File: config.mk
export PLATFORM = sky130hd
export DESIGN_NAME = gray_row_run_length_palette_encoder
export DESIGN_NICKNAME = d
export VERILOG_FILES = /design/src/hw/rtl/grrlpe_pkg.sv /design/src/hw/rtl/gray_row_run_length_palette_encoder.sv
export SDC_FILE = /design/constraint.sdc
export NUM_CORES = 2
export LEC_CHECK = 0
export BUFFER_PORTS_ARGS = -buffer_cell sky130_fd_sc_hd__buf_2
export CORE_UTILIZATION = 45
export CTS_BUF_LIST = sky130_fd_sc_hd__clkbuf_2
export DETAILED_ROUTE_END_ITERATION = 16
export PLACE_DENSITY_LB_ADDON = 0.05
export SYNTH_ARGS = -nofsm -noshare
export SYNTH_HDL_FRONTEND = slang
export SYNTH_SLANG_ARGS = --single-unit
export TNS_END_PERCENT = 30
File: constraint.sdc
create_clock -name i_clk -period 18.5 [get_ports i_clk]
set_input_delay 1.85 -clock i_clk [delete_from_list [all_inputs] [get_ports i_clk]]
set_output_delay 1.85 -clock i_clk [all_outputs]
set_load 0.01 [all_outputs]
File: src/hw/rtl/grrlpe_pkg.sv
`default_nettype none

package grrlpe_pkg;

    // field widths fixed by the interface
    localparam int CODE_W = 12;
    localparam int RUN_W  = 20;
    localparam int COL_W  = 24;
    localparam int GRAY_W = 8;

    // configuration port
    localparam int CFG_IDX_W  = 2;
    localparam int CFG_DATA_W = 24;

    typedef enum logic [CFG_IDX_W-1:0] {
        CFG_ROW_WIDTH        = 2'd0,
        CFG_TRANSPARENT_GRAY = 2'd1
    } t_cfg_reg;

    localparam logic [CODE_W-1:0] CODE_TRANSPARENT = 12'hFFF;
    localparam logic [RUN_W-1:0]  RUN_MAX          = 20'hFFFFF;
    localparam logic [COL_W-1:0]  ROW_WIDTH_RESET  = 24'd1;
    localparam logic [GRAY_W-1:0] TRANSPARENT_RESET = 8'hFF;

    // result queue
    localparam int FIFO_DEPTH = 4;
    localparam int FIFO_PTR_W = 2;
    localparam int FIFO_CNT_W = 3;

    typedef struct packed {
        logic [CODE_W-1:0] color_code;
        logic [RUN_W-1:0]  run_length;
        logic              new_palette_entry;
        logic              end_of_row;
        logic              last_result;
    } t_result;

endpackage

`default_nettype wire

File: src/hw/rtl/gray_row_run_length_palette_encoder.sv
`default_nettype none

// Gray row run-length encoder with a first-seen palette. One PIXEL_BITS gray
// pixel is taken per transfer in raster order and runs of equal pixels within
// a row come out as results carrying a 12-bit colour code (palette index in
// order of first emission, or 0xFFF for the transparent gray or a full
// palette), the run length (up to 2^20-1, longer runs are split), a flag for
// a freshly made palette entry, a row-end flag and a flag on the last result
// caused by a pixel. A pixel with first_of_image set clears the palette and
// the column position and drops any run still open. Throughput is one pixel
// per clock unless o_stall is raised: each pixel is handled by single-pass
// logic between the input register and a four-entry result queue. A pixel
// that closes two runs produces two results, which the queue drains one per
// cycle while i_stall is low, so a stream rich in such pixels is slowed by
// the single output port. The palette index store has one write port; a
// pixel that adds two palette entries while a previous write is still
// pending waits until that write has drained. The index store needs no
// clearing pass: per-value seen flags in flip-flops, cleared by reset and by
// first_of_image, mark which entries are meaningful. Row width 0 is taken as
// 2^24 pixels per row. Configuration writes are always ready and should only
// be issued while the block is idle.
module gray_row_run_length_palette_encoder
    import grrlpe_pkg::*;
#(
    parameter int PALETTE_ENTRIES = 256,
    parameter int PIXEL_BITS      = 8
) (
    input  wire logic                  i_clk,
    input  wire logic                  i_rst_n,
    // pixel input channel
    input  wire logic                  i_valid,
    output logic                       o_stall,
    input  wire logic [PIXEL_BITS-1:0] i_pixel_value,
    input  wire logic                  i_first_of_image,
    // result output channel
    output logic                       o_valid,
    input  wire logic                  i_stall,
    output logic [CODE_W-1:0]          o_color_code,
    output logic [RUN_W-1:0]           o_run_length,
    output logic                       o_new_palette_entry,
    output logic                       o_end_of_row,
    output logic                       o_last_result,
    // configuration write channel
    input  wire logic                  i_cfg_valid,
    output logic                       o_cfg_ready,
    input  wire logic [CFG_IDX_W-1:0]  i_cfg_index,
    input  wire logic [CFG_DATA_W-1:0] i_cfg_data
);

    localparam int NVALUES = 1 << PIXEL_BITS;
    localparam int IDX_W   = $clog2(PALETTE_ENTRIES);
    localparam int PC_W    = $clog2(PALETTE_ENTRIES + 1);
    localparam int CMP_W   = (PIXEL_BITS > GRAY_W) ? PIXEL_BITS : GRAY_W;
    localparam logic [PC_W-1:0] PC_LIMIT = PC_W'(PALETTE_ENTRIES);

    // ---------------------------------------------------------------------
    // configuration registers
    // ---------------------------------------------------------------------
    logic [COL_W-1:0]  r_row_width;
    logic [GRAY_W-1:0] r_tgray;

    assign o_cfg_ready = 1'b1;

    always_ff @(posedge i_clk) begin
        if (!i_rst_n) begin
            r_row_width <= ROW_WIDTH_RESET;
            r_tgray     <= TRANSPARENT_RESET;
        end else if (i_cfg_valid && o_cfg_ready) begin
            // indices beyond the register list are ignored
            if (i_cfg_index == CFG_ROW_WIDTH) begin
                r_row_width <= i_cfg_data[COL_W-1:0];
            end
            if (i_cfg_index == CFG_TRANSPARENT_GRAY) begin
                r_tgray <= i_cfg_data[GRAY_W-1:0];
            end
        end
    end

    // ---------------------------------------------------------------------
    // state
    // ---------------------------------------------------------------------
    // input register
    logic                  r_in_valid;
    logic [PIXEL_BITS-1:0] r_pix;
    logic                  r_first;

    // run and row tracking
    logic [PIXEL_BITS-1:0] r_run_value, n_run_value;
    logic [RUN_W-1:0]      r_run_count, n_run_count;
    logic [COL_W-1:0]      r_col, n_col;
    logic [IDX_W-1:0]      r_run_idx, n_run_idx;  // palette index of r_run_value once seen

    // palette
    logic [PC_W-1:0]       r_pc, n_pc;
    logic [NVALUES-1:0]    r_seen, n_seen;
    logic [IDX_W-1:0]      r_index_mem [NVALUES];

    // palette index lookup of the accepted pixel, with bypass of fresh writes
    logic [IDX_W-1:0]      r_mem_q;
    logic                  r_byp_hit;
    logic [IDX_W-1:0]      r_byp_data;

    // deferred palette write when one pixel makes two entries
    logic                  r_pend_valid, n_pend_valid;
    logic [PIXEL_BITS-1:0] r_pend_addr, n_pend_addr;
    logic [IDX_W-1:0]      r_pend_data, n_pend_data;

    // result queue
    t_result               r_fifo [FIFO_DEPTH];
    logic [FIFO_PTR_W-1:0] r_head, r_tail;
    logic [FIFO_CNT_W-1:0] r_count;

    // ---------------------------------------------------------------------
    // single-pass run logic
    // ---------------------------------------------------------------------
    logic                  fire;
    logic                  in_accept;
    logic                  pop;

    logic [NVALUES-1:0]    seen_eff;
    logic [PC_W-1:0]       pc_eff;
    logic [COL_W-1:0]      col_eff;
    logic [RUN_W-1:0]      cnt_eff;
    logic [COL_W:0]        width_ext;
    logic [COL_W:0]        next_col;
    logic                  row_end;
    logic                  use_new;
    logic [PIXEL_BITS-1:0] val_new;
    logic [RUN_W-1:0]      cnt_new;
    logic [IDX_W-1:0]      idx_pix;

    logic                  emit1, emit2;
    logic                  transp1, transp2;
    logic                  seen1, seen2;
    logic                  alloc1, alloc2;
    logic [PC_W-1:0]       pc1;
    logic [IDX_W-1:0]      idx2;
    t_result               res1, res2;

    always_comb begin
        // first_of_image wipes palette, column and open run before the pixel
        seen_eff = r_first ? '0 : r_seen;
        pc_eff   = r_first ? '0 : r_pc;
        col_eff  = r_first ? '0 : r_col;
        cnt_eff  = r_first ? '0 : r_run_count;

        // zero row width stands for 2^24
        width_ext = (r_row_width == '0) ? {1'b1, {COL_W{1'b0}}} : {1'b0, r_row_width};
        next_col  = {1'b0, col_eff} + {{COL_W{1'b0}}, 1'b1};
        row_end   = next_col >= width_ext;

        // previous run closes on a different pixel mid-row
        emit1   = (col_eff != '0) && (r_pix != r_run_value) && (cnt_eff != '0);
        use_new = (col_eff == '0) || (r_pix != r_run_value);
        val_new = r_pix;
        cnt_new = use_new ? {{(RUN_W-1){1'b0}}, 1'b1} : cnt_eff + {{(RUN_W-1){1'b0}}, 1'b1};
        // current run closes at row end or on reaching the longest run
        emit2   = (cnt_new == RUN_MAX) || row_end;

        // colour code of the closing run
        transp1 = CMP_W'(r_run_value) == CMP_W'(r_tgray);
        seen1   = seen_eff[r_run_value];
        alloc1  = emit1 && !transp1 && !seen1 && (pc_eff < PC_LIMIT);
        pc1     = pc_eff + PC_W'(alloc1);

        // colour code of the current run, after any entry made for the first
        idx_pix = r_byp_hit ? r_byp_data : r_mem_q;
        idx2    = use_new ? idx_pix : r_run_idx;
        transp2 = CMP_W'(val_new) == CMP_W'(r_tgray);
        seen2   = seen_eff[val_new];
        alloc2  = emit2 && !transp2 && !seen2 && (pc1 < PC_LIMIT);

        res1.color_code        = transp1 ? CODE_TRANSPARENT :
                                 seen1   ? CODE_W'(r_run_idx) :
                                 alloc1  ? CODE_W'(pc_eff) : CODE_TRANSPARENT;
        res1.run_length        = cnt_eff;
        res1.new_palette_entry = alloc1;
        res1.end_of_row        = 1'b0;
        res1.last_result       = !emit2;

        res2.color_code        = transp2 ? CODE_TRANSPARENT :
                                 seen2   ? CODE_W'(idx2) :
                                 alloc2  ? CODE_W'(pc1) : CODE_TRANSPARENT;
        res2.run_length        = cnt_new;
        res2.new_palette_entry = alloc2;
        res2.end_of_row        = row_end;
        res2.last_result       = 1'b1;
    end

    // a pixel goes when the queue has room for two results and the index
    // store can absorb its writes
    assign fire = r_in_valid
                  && (r_count <= FIFO_CNT_W'(FIFO_DEPTH - 2))
                  && !(r_pend_valid && alloc1 && alloc2);

    assign o_stall   = r_in_valid && !fire;
    assign in_accept = i_valid && !o_stall;

    // next state of run, row and palette
    always_comb begin
        n_run_value = r_run_value;
        n_run_count = r_run_count;
        n_col       = r_col;
        n_run_idx   = r_run_idx;
        n_pc        = r_pc;
        n_seen      = r_seen;
        if (fire) begin
            n_run_value = val_new;
            n_run_count = emit2 ? '0 : cnt_new;
            n_col       = row_end ? '0 : next_col[COL_W-1:0];
            n_pc        = pc1 + PC_W'(alloc2);
            n_seen      = seen_eff;
            if (alloc1) begin
                n_seen[r_run_value] = 1'b1;
            end
            if (alloc2) begin
                n_seen[val_new] = 1'b1;
                n_run_idx       = pc1[IDX_W-1:0];
            end else if (use_new) begin
                n_run_idx = idx_pix;
            end
        end
    end

    always_ff @(posedge i_clk) begin
        if (!i_rst_n) begin
            r_run_value <= '0;
            r_run_count <= '0;
            r_col       <= '0;
            r_pc        <= '0;
            r_seen      <= '0;
        end else begin
            r_run_value <= n_run_value;
            r_run_count <= n_run_count;
            r_col       <= n_col;
            r_pc        <= n_pc;
            r_seen      <= n_seen;
        end
    end

    // only meaningful while the seen flag of the run value is set
    always_ff @(posedge i_clk) begin
        r_run_idx <= n_run_idx;
    end

    // ---------------------------------------------------------------------
    // input register
    // ---------------------------------------------------------------------
    always_ff @(posedge i_clk) begin
        if (!i_rst_n) begin
            r_in_valid <= 1'b0;
        end else if (in_accept) begin
            r_in_valid <= 1'b1;
        end else if (fire) begin
            r_in_valid <= 1'b0;
        end
    end

    always_ff @(posedge i_clk) begin
        if (in_accept) begin
            r_pix   <= i_pixel_value;
            r_first <= i_first_of_image;
        end
    end

    // ---------------------------------------------------------------------
    // palette index store: one write, one registered read per cycle
    // ---------------------------------------------------------------------
    logic                  wr_en;
    logic [PIXEL_BITS-1:0] wr_addr;
    logic [IDX_W-1:0]      wr_data;

    always_comb begin
        wr_en        = 1'b0;
        wr_addr      = r_pend_addr;
        wr_data      = r_pend_data;
        n_pend_valid = 1'b0;
        n_pend_addr  = r_pend_addr;
        n_pend_data  = r_pend_data;
        if (r_pend_valid) begin
            // drain the held write, park at most one new entry
            wr_en = 1'b1;
            if (fire && alloc1) begin
                n_pend_valid = 1'b1;
                n_pend_addr  = r_run_value;
                n_pend_data  = pc_eff[IDX_W-1:0];
            end else if (fire && alloc2) begin
                n_pend_valid = 1'b1;
                n_pend_addr  = val_new;
                n_pend_data  = pc1[IDX_W-1:0];
            end
        end else if (fire && alloc2) begin
            wr_en   = 1'b1;
            wr_addr = val_new;
            wr_data = pc1[IDX_W-1:0];
            if (alloc1) begin
                n_pend_valid = 1'b1;
                n_pend_addr  = r_run_value;
                n_pend_data  = pc_eff[IDX_W-1:0];
            end
        end else if (fire && alloc1) begin
            wr_en   = 1'b1;
            wr_addr = r_run_value;
            wr_data = pc_eff[IDX_W-1:0];
        end
    end

    always_ff @(posedge i_clk) begin
        if (!i_rst_n) begin
            r_pend_valid <= 1'b0;
        end else begin
            r_pend_valid <= n_pend_valid;
        end
    end

    always_ff @(posedge i_clk) begin
        r_pend_addr <= n_pend_addr;
        r_pend_data <= n_pend_data;
    end

    always_ff @(posedge i_clk) begin
        if (wr_en) begin
            r_index_mem[wr_addr] <= wr_data;
        end
        if (in_accept) begin
            r_mem_q <= r_index_mem[i_pixel_value];
        end
    end

    // the newest write wins: parked entry, then the one going in now
    always_ff @(posedge i_clk) begin
        if (in_accept) begin
            if (n_pend_valid && (n_pend_addr == i_pixel_value)) begin
                r_byp_hit  <= 1'b1;
                r_byp_data <= n_pend_data;
            end else if (wr_en && (wr_addr == i_pixel_value)) begin
                r_byp_hit  <= 1'b1;
                r_byp_data <= wr_data;
            end else begin
                r_byp_hit  <= 1'b0;
                r_byp_data <= wr_data;
            end
        end
    end

    // ---------------------------------------------------------------------
    // result queue
    // ---------------------------------------------------------------------
    logic [1:0]            push_n;
    logic [FIFO_PTR_W-1:0] tail_p1;

    assign push_n  = fire ? ({1'b0, emit1} + {1'b0, emit2}) : 2'd0;
    assign tail_p1 = r_tail + {{(FIFO_PTR_W-1){1'b0}}, 1'b1};
    assign pop     = (r_count != '0) && !i_stall;

    always_ff @(posedge i_clk) begin
        if (fire) begin
            if (emit1) begin
                r_fifo[r_tail] <= res1;
                if (emit2) begin
                    r_fifo[tail_p1] <= res2;
                end
            end else if (emit2) begin
                r_fifo[r_tail] <= res2;
            end
        end
    end

    always_ff @(posedge i_clk) begin
        if (!i_rst_n) begin
            r_head  <= '0;
            r_tail  <= '0;
            r_count <= '0;
        end else begin
            r_tail  <= r_tail + FIFO_PTR_W'(push_n);
            r_head  <= r_head + FIFO_PTR_W'(pop);
            r_count <= r_count + FIFO_CNT_W'(push_n) - FIFO_CNT_W'(pop);
        end
    end

    assign o_valid             = r_count != '0;
    assign o_color_code        = r_fifo[r_head].color_code;
    assign o_run_length        = r_fifo[r_head].run_length;
    assign o_new_palette_entry = r_fifo[r_head].new_palette_entry;
    assign o_end_of_row        = r_fifo[r_head].end_of_row;
    assign o_last_result       = r_fifo[r_head].last_result;

endmodule

`default_nettype wire
[Word-level counts from Yosys, hierarchy flattened]
Memories as Yosys holds them, arrays and structs flattened. A register that Yosys moved wholly into a read port is not among the register bits.
Cells that the tools add are included.
Operators by class
  order comparisons: 8
  add/sub/neg operators: 10
  reduce and logical (&&, ||, !) cells: 41
  bitwise operators: 3
  muxes and demuxes: 71
  equality and inequality tests: 7
Operators by type and width (number)
  $mux 256: 4
  $or 256x256->256: 2
  $mux 8: 20
  $mux 12: 6
  $mux 20: 3
  $logic_not 24->1: 2
  $mux 24: 2
  $mux 35: 1
  $eq 8x8->1: 4
  $mux 1: 27
  $add 24x1->25 const B: 1
  $ge 25x25->1: 1
  $mux 25: 1
  $reduce_bool 24->1: 1
  $logic_and 1x1->1: 21
  $add 20x1->20 const B: 1
  $eq 20x20->1 const B: 1
  $reduce_bool 20->1: 1
  $add 9x1->9: 2
  $lt 8x9->1 const B: 2
  $lt 9x9->1 const B: 2
  $bmux 1 s8: 2
  $demux 1 s8: 2
  $ge 8x1->1 const B: 2
  other kinds (18): 29
Storage, ports and cells
  RAM bits: 2188
  bits in registers: 400
  bits of input ports: 40
  word-level logic and storage cells: 161
  memories: 2
  output and inout port bits: 38
Memory list
  r_index_mem: depth 256, width 8, rd ports 1, clocked after memory_dff 1, write ports 1, line gray_row_run_length_palette_encoder.sv:96  | logic [IDX_W-1:0] r_index_mem [NVALUES];
  r_fifo: depth 4, width 35, rd ports 1, clocked after memory_dff 1, write ports 2, line gray_row_run_length_palette_encoder.sv:109  | t_result r_fifo [FIFO_DEPTH];

[Depth between registers and ports, before layout]
  word-level depth: 20
  gate-level depth with buffers: 39
  depth with buffers taken out: 30

[Least setup slack after synthesis]
Ideal clock, no wire load.
  path type: reg-to-reg
  start point: reg r_first
  end point: mem r_index_mem[0][7] (netlist bit), data pin
  library setup time: 2.195 ns
  buffers on the path: 9
  cell stages (with the launch flop): 33
  slack: 0.364 ns
  required time: 16.305 ns
  clock period less this slack: 18.136 ns
  arrival: 15.941 ns
  cells stage by stage: edfxtp_1 > buf_2 > buf_2 > inv_1 > clkbuf_1 > buf_1 > buf_1 > nand2_1 > ha_1 > nand4_1 > nor4_1 > a31oi_1 > o221a_2 > and3_1 > nand2_1 > inv_1 > clkbuf_1 > buf_1 > ha_1 > ha_1 > and3_1 > nand3_1 > xor2_1 > o21ai_0 > a21oi_1 > or2_1 > buf_2 > nand2_1 > inv_1 > buf_4 > nor2_1 > a21boi_0 > o21ai_0
On the way
  word-level cells in the longest chain between the ends: 17
  elaborated cells on any way between the ends: 40
  classes of those cells: add/sub: 3; order compare: 3; eq/ne: 1; mux: 12; reduce/logical: 21
Ends and longest elaborated chain
  from (decl): line gray_row_run_length_palette_encoder.sv:85  | logic r_first;
  from (signal assigned): line gray_row_run_length_palette_encoder.sv:262  | r_first <= i_first_of_image;
  branches (longest 15 deep; another with $add 9x1->9)
  $mux 8 *: line gray_row_run_length_palette_encoder.sv:292  | end else if (fire && alloc2) begin
  $mux 8 *: line gray_row_run_length_palette_encoder.sv:280  | if (r_pend_valid) begin
  via wr_data[7]: line gray_row_run_length_palette_encoder.sv:271  | logic [IDX_W-1:0] wr_data;
  to (decl): line gray_row_run_length_palette_encoder.sv:96
Mark *: on every way through the listed nets, which the timed path passes. The select of a mux whose other input is x is not followed.

[Final worst setup path]
  start point: reg r_run_value[0]
  end point: out o_stall
On the way
  word-level cells in the longest chain between the ends: 14
  elaborated cells on any way between the ends: 26
  classes of those cells: add/sub: 1; order compare: 1; eq/ne: 3; mux: 3; reduce/logical: 18
Ends and longest elaborated chain
  from (decl): line gray_row_run_length_palette_encoder.sv:88  | logic [PIXEL_BITS-1:0] r_run_value, n_run_value;
  from (signal assigned): line gray_row_run_length_palette_encoder.sv:233  | r_run_value <= n_run_value;
  branches (longest 9 deep; another with $add 9x1->9)
  $logic_and 1x1->1 *: line gray_row_run_length_palette_encoder.sv:194  | && !(r_pend_valid && alloc1 && alloc2);
  $logic_not 1->1 *: line gray_row_run_length_palette_encoder.sv:194
  $logic_and 1x1->1 *: line gray_row_run_length_palette_encoder.sv:194
  $logic_not 1->1 *: line gray_row_run_length_palette_encoder.sv:196  | assign o_stall = r_in_valid && !fire;
  $logic_and 1x1->1 *: line gray_row_run_length_palette_encoder.sv:196
  to (decl): line gray_row_run_length_palette_encoder.sv:32  | output logic o_stall,
Mark *: on every way between the ends. The select of a mux whose other input is x is not followed.

==> results by group <==
Place
  – Detailed placement HPWL: 218,000 um
  – PortBufs: 76
  – Routability cong.: 0.985
  – Pre-CTS WS: 7300 ps

Synthesis
  – Netlist Area Pre-Place: 112,000 um2
  – Syn nets: 6,977
  – Register bit total from synthesis: 2,588
  – Synth Flop Type: edfxtp_1
  – Synth cell types: 100
  – Synth warnings: 0
  – FFs w/ async S/R, synth: 0%
  – Post-synthesis cell count: 6,894
  – EDFF count, synth: 2,210
  – Avg Cell Area, Syn: 16.2 um2
  – Register area share after synthesis: 66.1%

Setup path
  – WP data required: 16,650 ps
  – Max incr delay on CP: 810 ps
  – Max FO, Critical Path: 40
  – CP most frequent cell: buf_4
  – Critical Path End Type: output pin
  – Critical path type: reg -> out
  – Slowest CP cell: dfxtp_4
  – Crit path arrival time: 10,010 ps
  – CP top delay family: buffers and inverters
  – Launching element type of the critical path: register
  – Worst path bufs/invs: 8
  – CP Cell Sequence: buf_4, inv_1, a221o_1, a32oi_1, o211ai_1, a2111oi_1, and4_1, nand2_1, inv_1, ha_1, ha_1, and3_1, nand3_1, xor2_1, o21ai_0, a21oi_1, nor2_2, buf_4, o41ai_2, buf_4, clkinv_2, buf_4, nor2_1, buf_2

CTS
  – CTS buffer count: 680
  – Clk_lat worst skew: 1910 ps
  – Sink Count: 2,588
  – Postcts setup bufs: 0
  – Clk buf depth: 4
  – Reg clk slew, reported paths: 100 ps
  – Clock Tree Root: clkbuf_2
  – Number of H-tree levels: 6
  – CTS tree: yes

Floorplanning
  – Row count: 182
  – Core Area: 246,000 um2
  – Die ar.: 250,000 um2
  – Die Y: 500 um
  – Initial core utilization: 45.4%
  – IO Count: 78
  – Die width: 500 um

Drt
  – Remaining DRCs: 0
  – Final wirelength: 354,000 um
  – WL/cell: 31.9 um
  – Routed vias/inst: 6.22
  – Initial DRC count: 8,525
  – Post-route ant nets: 0
  – Detailed-router iteration count before antenna repair: 7
  – Via Count: 69,137

Layout
  – Layout cells sized above 1: 27.9%
  – Commonest cells after routing, fill and taps aside: edfxtp_1, clkbuf_2, mux4_2, nand2_1, nor2_1
  – Most common cell after layout, fill and taps aside: edfxtp_1
  – Syn-to-layout area delta: 8.99%
  – Final net count: 7,403

STA
  – Clk_skew: 210 ps
  – Fin Setup TNS: 0 ps
  – Rel. slew slack: -7.63%
  – RSZ-0062 raised after global routing: no
  – Final hold vios: 0
  – Final setup violation count: 0
  – Max Slew Vio Count: 8
  – Final setup margin: 6640 ps
  – F_max: 0.0843 GHz
  – Final period utilization: 64.1%
  – Crit path time final: 11,860 ps
  – Worst Max-Slew Pin Slew: 1610 ps

Pwr
  – Power Density: 97.2 nW/um2
  – Comb power frac: 11.8%
  – Clock power share: 33.0%
  – Static Leak: 39.3 nW
  – Int Pwr: 0.00843 W
  – Sw power: 0.00341 W
  – Reg power frac: 55.2%
  – Switch share: 28.8%
  – Maximum vdd drop: 0.0584 mV

Global routing
  – GRT Total Usage: 28.2%
  – Number of global-route vias before repair: 68,689
  – Pin count of the biggest net entering global routing: 207
  – Total gr overflow: 0
  – First-pass GRT wire length: 506,000 um
  – Initial antenna violation count: 22

Run
  – Max Cap Viol: 2

Min path
  – Class of the worst hold path: in -> reg

Status
  – Failing checks: max-capacitance violations, max-slew violations
  – Run status: finished with violations
==> power by group through the flow <==
| stage | Sequential [W] | Clock, W | Combinational [W] |
|---|---|---|---|
| 2_1_floorplan | 0.00670 | 0 | 0.000800 |
| 3_3_place_gp | 0.00667 | 0 | 0.00139 |
| 3_5_place_dp | 0.00667 | 0 | 0.00140 |
| 4_1_cts | 0.00654 | 0.00402 | 0.00140 |
| 5_1_grt | 0.00655 | 0.00432 | 0.00147 |
| 6_report | 0.00654 | 0.00390 | 0.00140 |
==> through the flow <==
step	utilization [%]	instance area, um2	instances	power (W)	hold WS (ps)
after floorplan	-	112000	6894	0.00750	437
after global placement	47.0	116000	9939	0.00806	451
after detailed placement	47.0	116000	9939	0.00807	459
after CTS	49.4	122000	11096	0.0120	0.0984
after global routing	49.4	122000	11101	0.0123	139
final	49.4	122000	11108	0.0118	362
==> state kept, by name, indices dropped and copies added, names as in the netlist, 9 cells and up <==
signal       count
r_pc             9
r_col           24
r_run_count     20
r_fifo         132
r_index_mem   2048
r_seen         256
r_row_width     24
==> repair_timing <==
action | CTS | global route
gates resized for setup | 0 | 0
endpoints found under the hold margin | 11 | 0
hold buffers | 11 | 0
setup endpoints to repair | 0 | 0
==> cells in the mapped netlist, drive strengths merged, types with 89 or more instances <==
cell type / n / area [um2]
a21oi: 143 / 716
mux4: 776 / 17500
nor2: 464 / 1790
o22ai: 175 / 1090
clkbuf: 310 / 1160
dfxtp: 378 / 7570
a22oi: 135 / 1010
o21ai: 158 / 791
buf: 186 / 905
nand3: 119 / 613
nor2b: 202 / 1260
a21boi: 144 / 1080
edfxtp: 2210 / 66400
nand2: 461 / 1730
mux2i: 89 / 891
==> logic make-up (layout without fill, tap and decap cells) <==
kind of cell / Yosys count / after routing / synth area share [%]
xor gates and xnor gates: 83 / 83 / 0.650
DFF: 2588 / 2588 / 66.1
other: 1 / 13 / 0.00336
and+or+nand+nor: 1646 / 1646 / 7.21
buffers and inverters: 565 / 1455 / 2.08
adders and majority gates: 43 / 43 / 0.488
muxes: 896 / 896 / 16.7
AOI/OAI and AO/OA: 1072 / 1072 / 6.67
==> routing by layer <==
metal / vias to the layer above / GRT usage, % / share of wire (%)
met5: - / 0 / 0.018
met4: 10 / 8.69 / 2.5
met3: 640 / 6.20 / 8.8
met2: 3668 / 41.8 / 45
met1: 35843 / 41.4 / 44
li1: 28976 / - / -
==> path summary, 6_finish.rpt <==
check / to / from / depth (start not counted) / slack, ps
worst min register to register: r_seen[77]$_SDFFE_PN0N_ / r_seen[77]$_SDFFE_PN0N_ / 2 / 480
worst min-delay path: r_row_width[18]$_SDFFE_PN0P_ / i_cfg_data[18] / 3 / 360
worst max register to register: r_index_mem[227][1]$_DFFE_PP_ / r_run_value[0]$_SDFFE_PN0N_ / 24 / 7010
worst max-delay path: o_stall / r_run_value[0]$_SDFFE_PN0N_ / 24 / 6640
==> final cells by class <==
type                            instances  area (um2)
Fill cell                           21407      125000
Sequential cell                      2588       73900
Multi-Input combinational cell       3741       35800
Clock buffer                          958        4790
Tap cell                             3312        4140
Timing Repair Buffer                  240        1790
Clock inverter                        188        1080
Inverter                               69         268
Antenna cell                           12        30.0
==> worst reg2reg max path: stages (launching register included) <==
cell and delay (ps):
dfxtp_4 810, buf_4 730, inv_1 620, a221o_1 510
a32oi_1 220, o211ai_1 120, a2111oi_1 750, and4_1 570
nand2_1 160, inv_1 110, ha_1 200, ha_1 250
and3_1 250, nand3_1 120, xor2_1 160, o21ai_0 360
a21oi_1 120, or2_1 500, nand2_1 670, inv_1 570
nor2_1 590, a21boi_0 270, o21ai_4 780, buf_4 800
buf_4 910
Note: power is estimated with default switching activity, not from simulation.
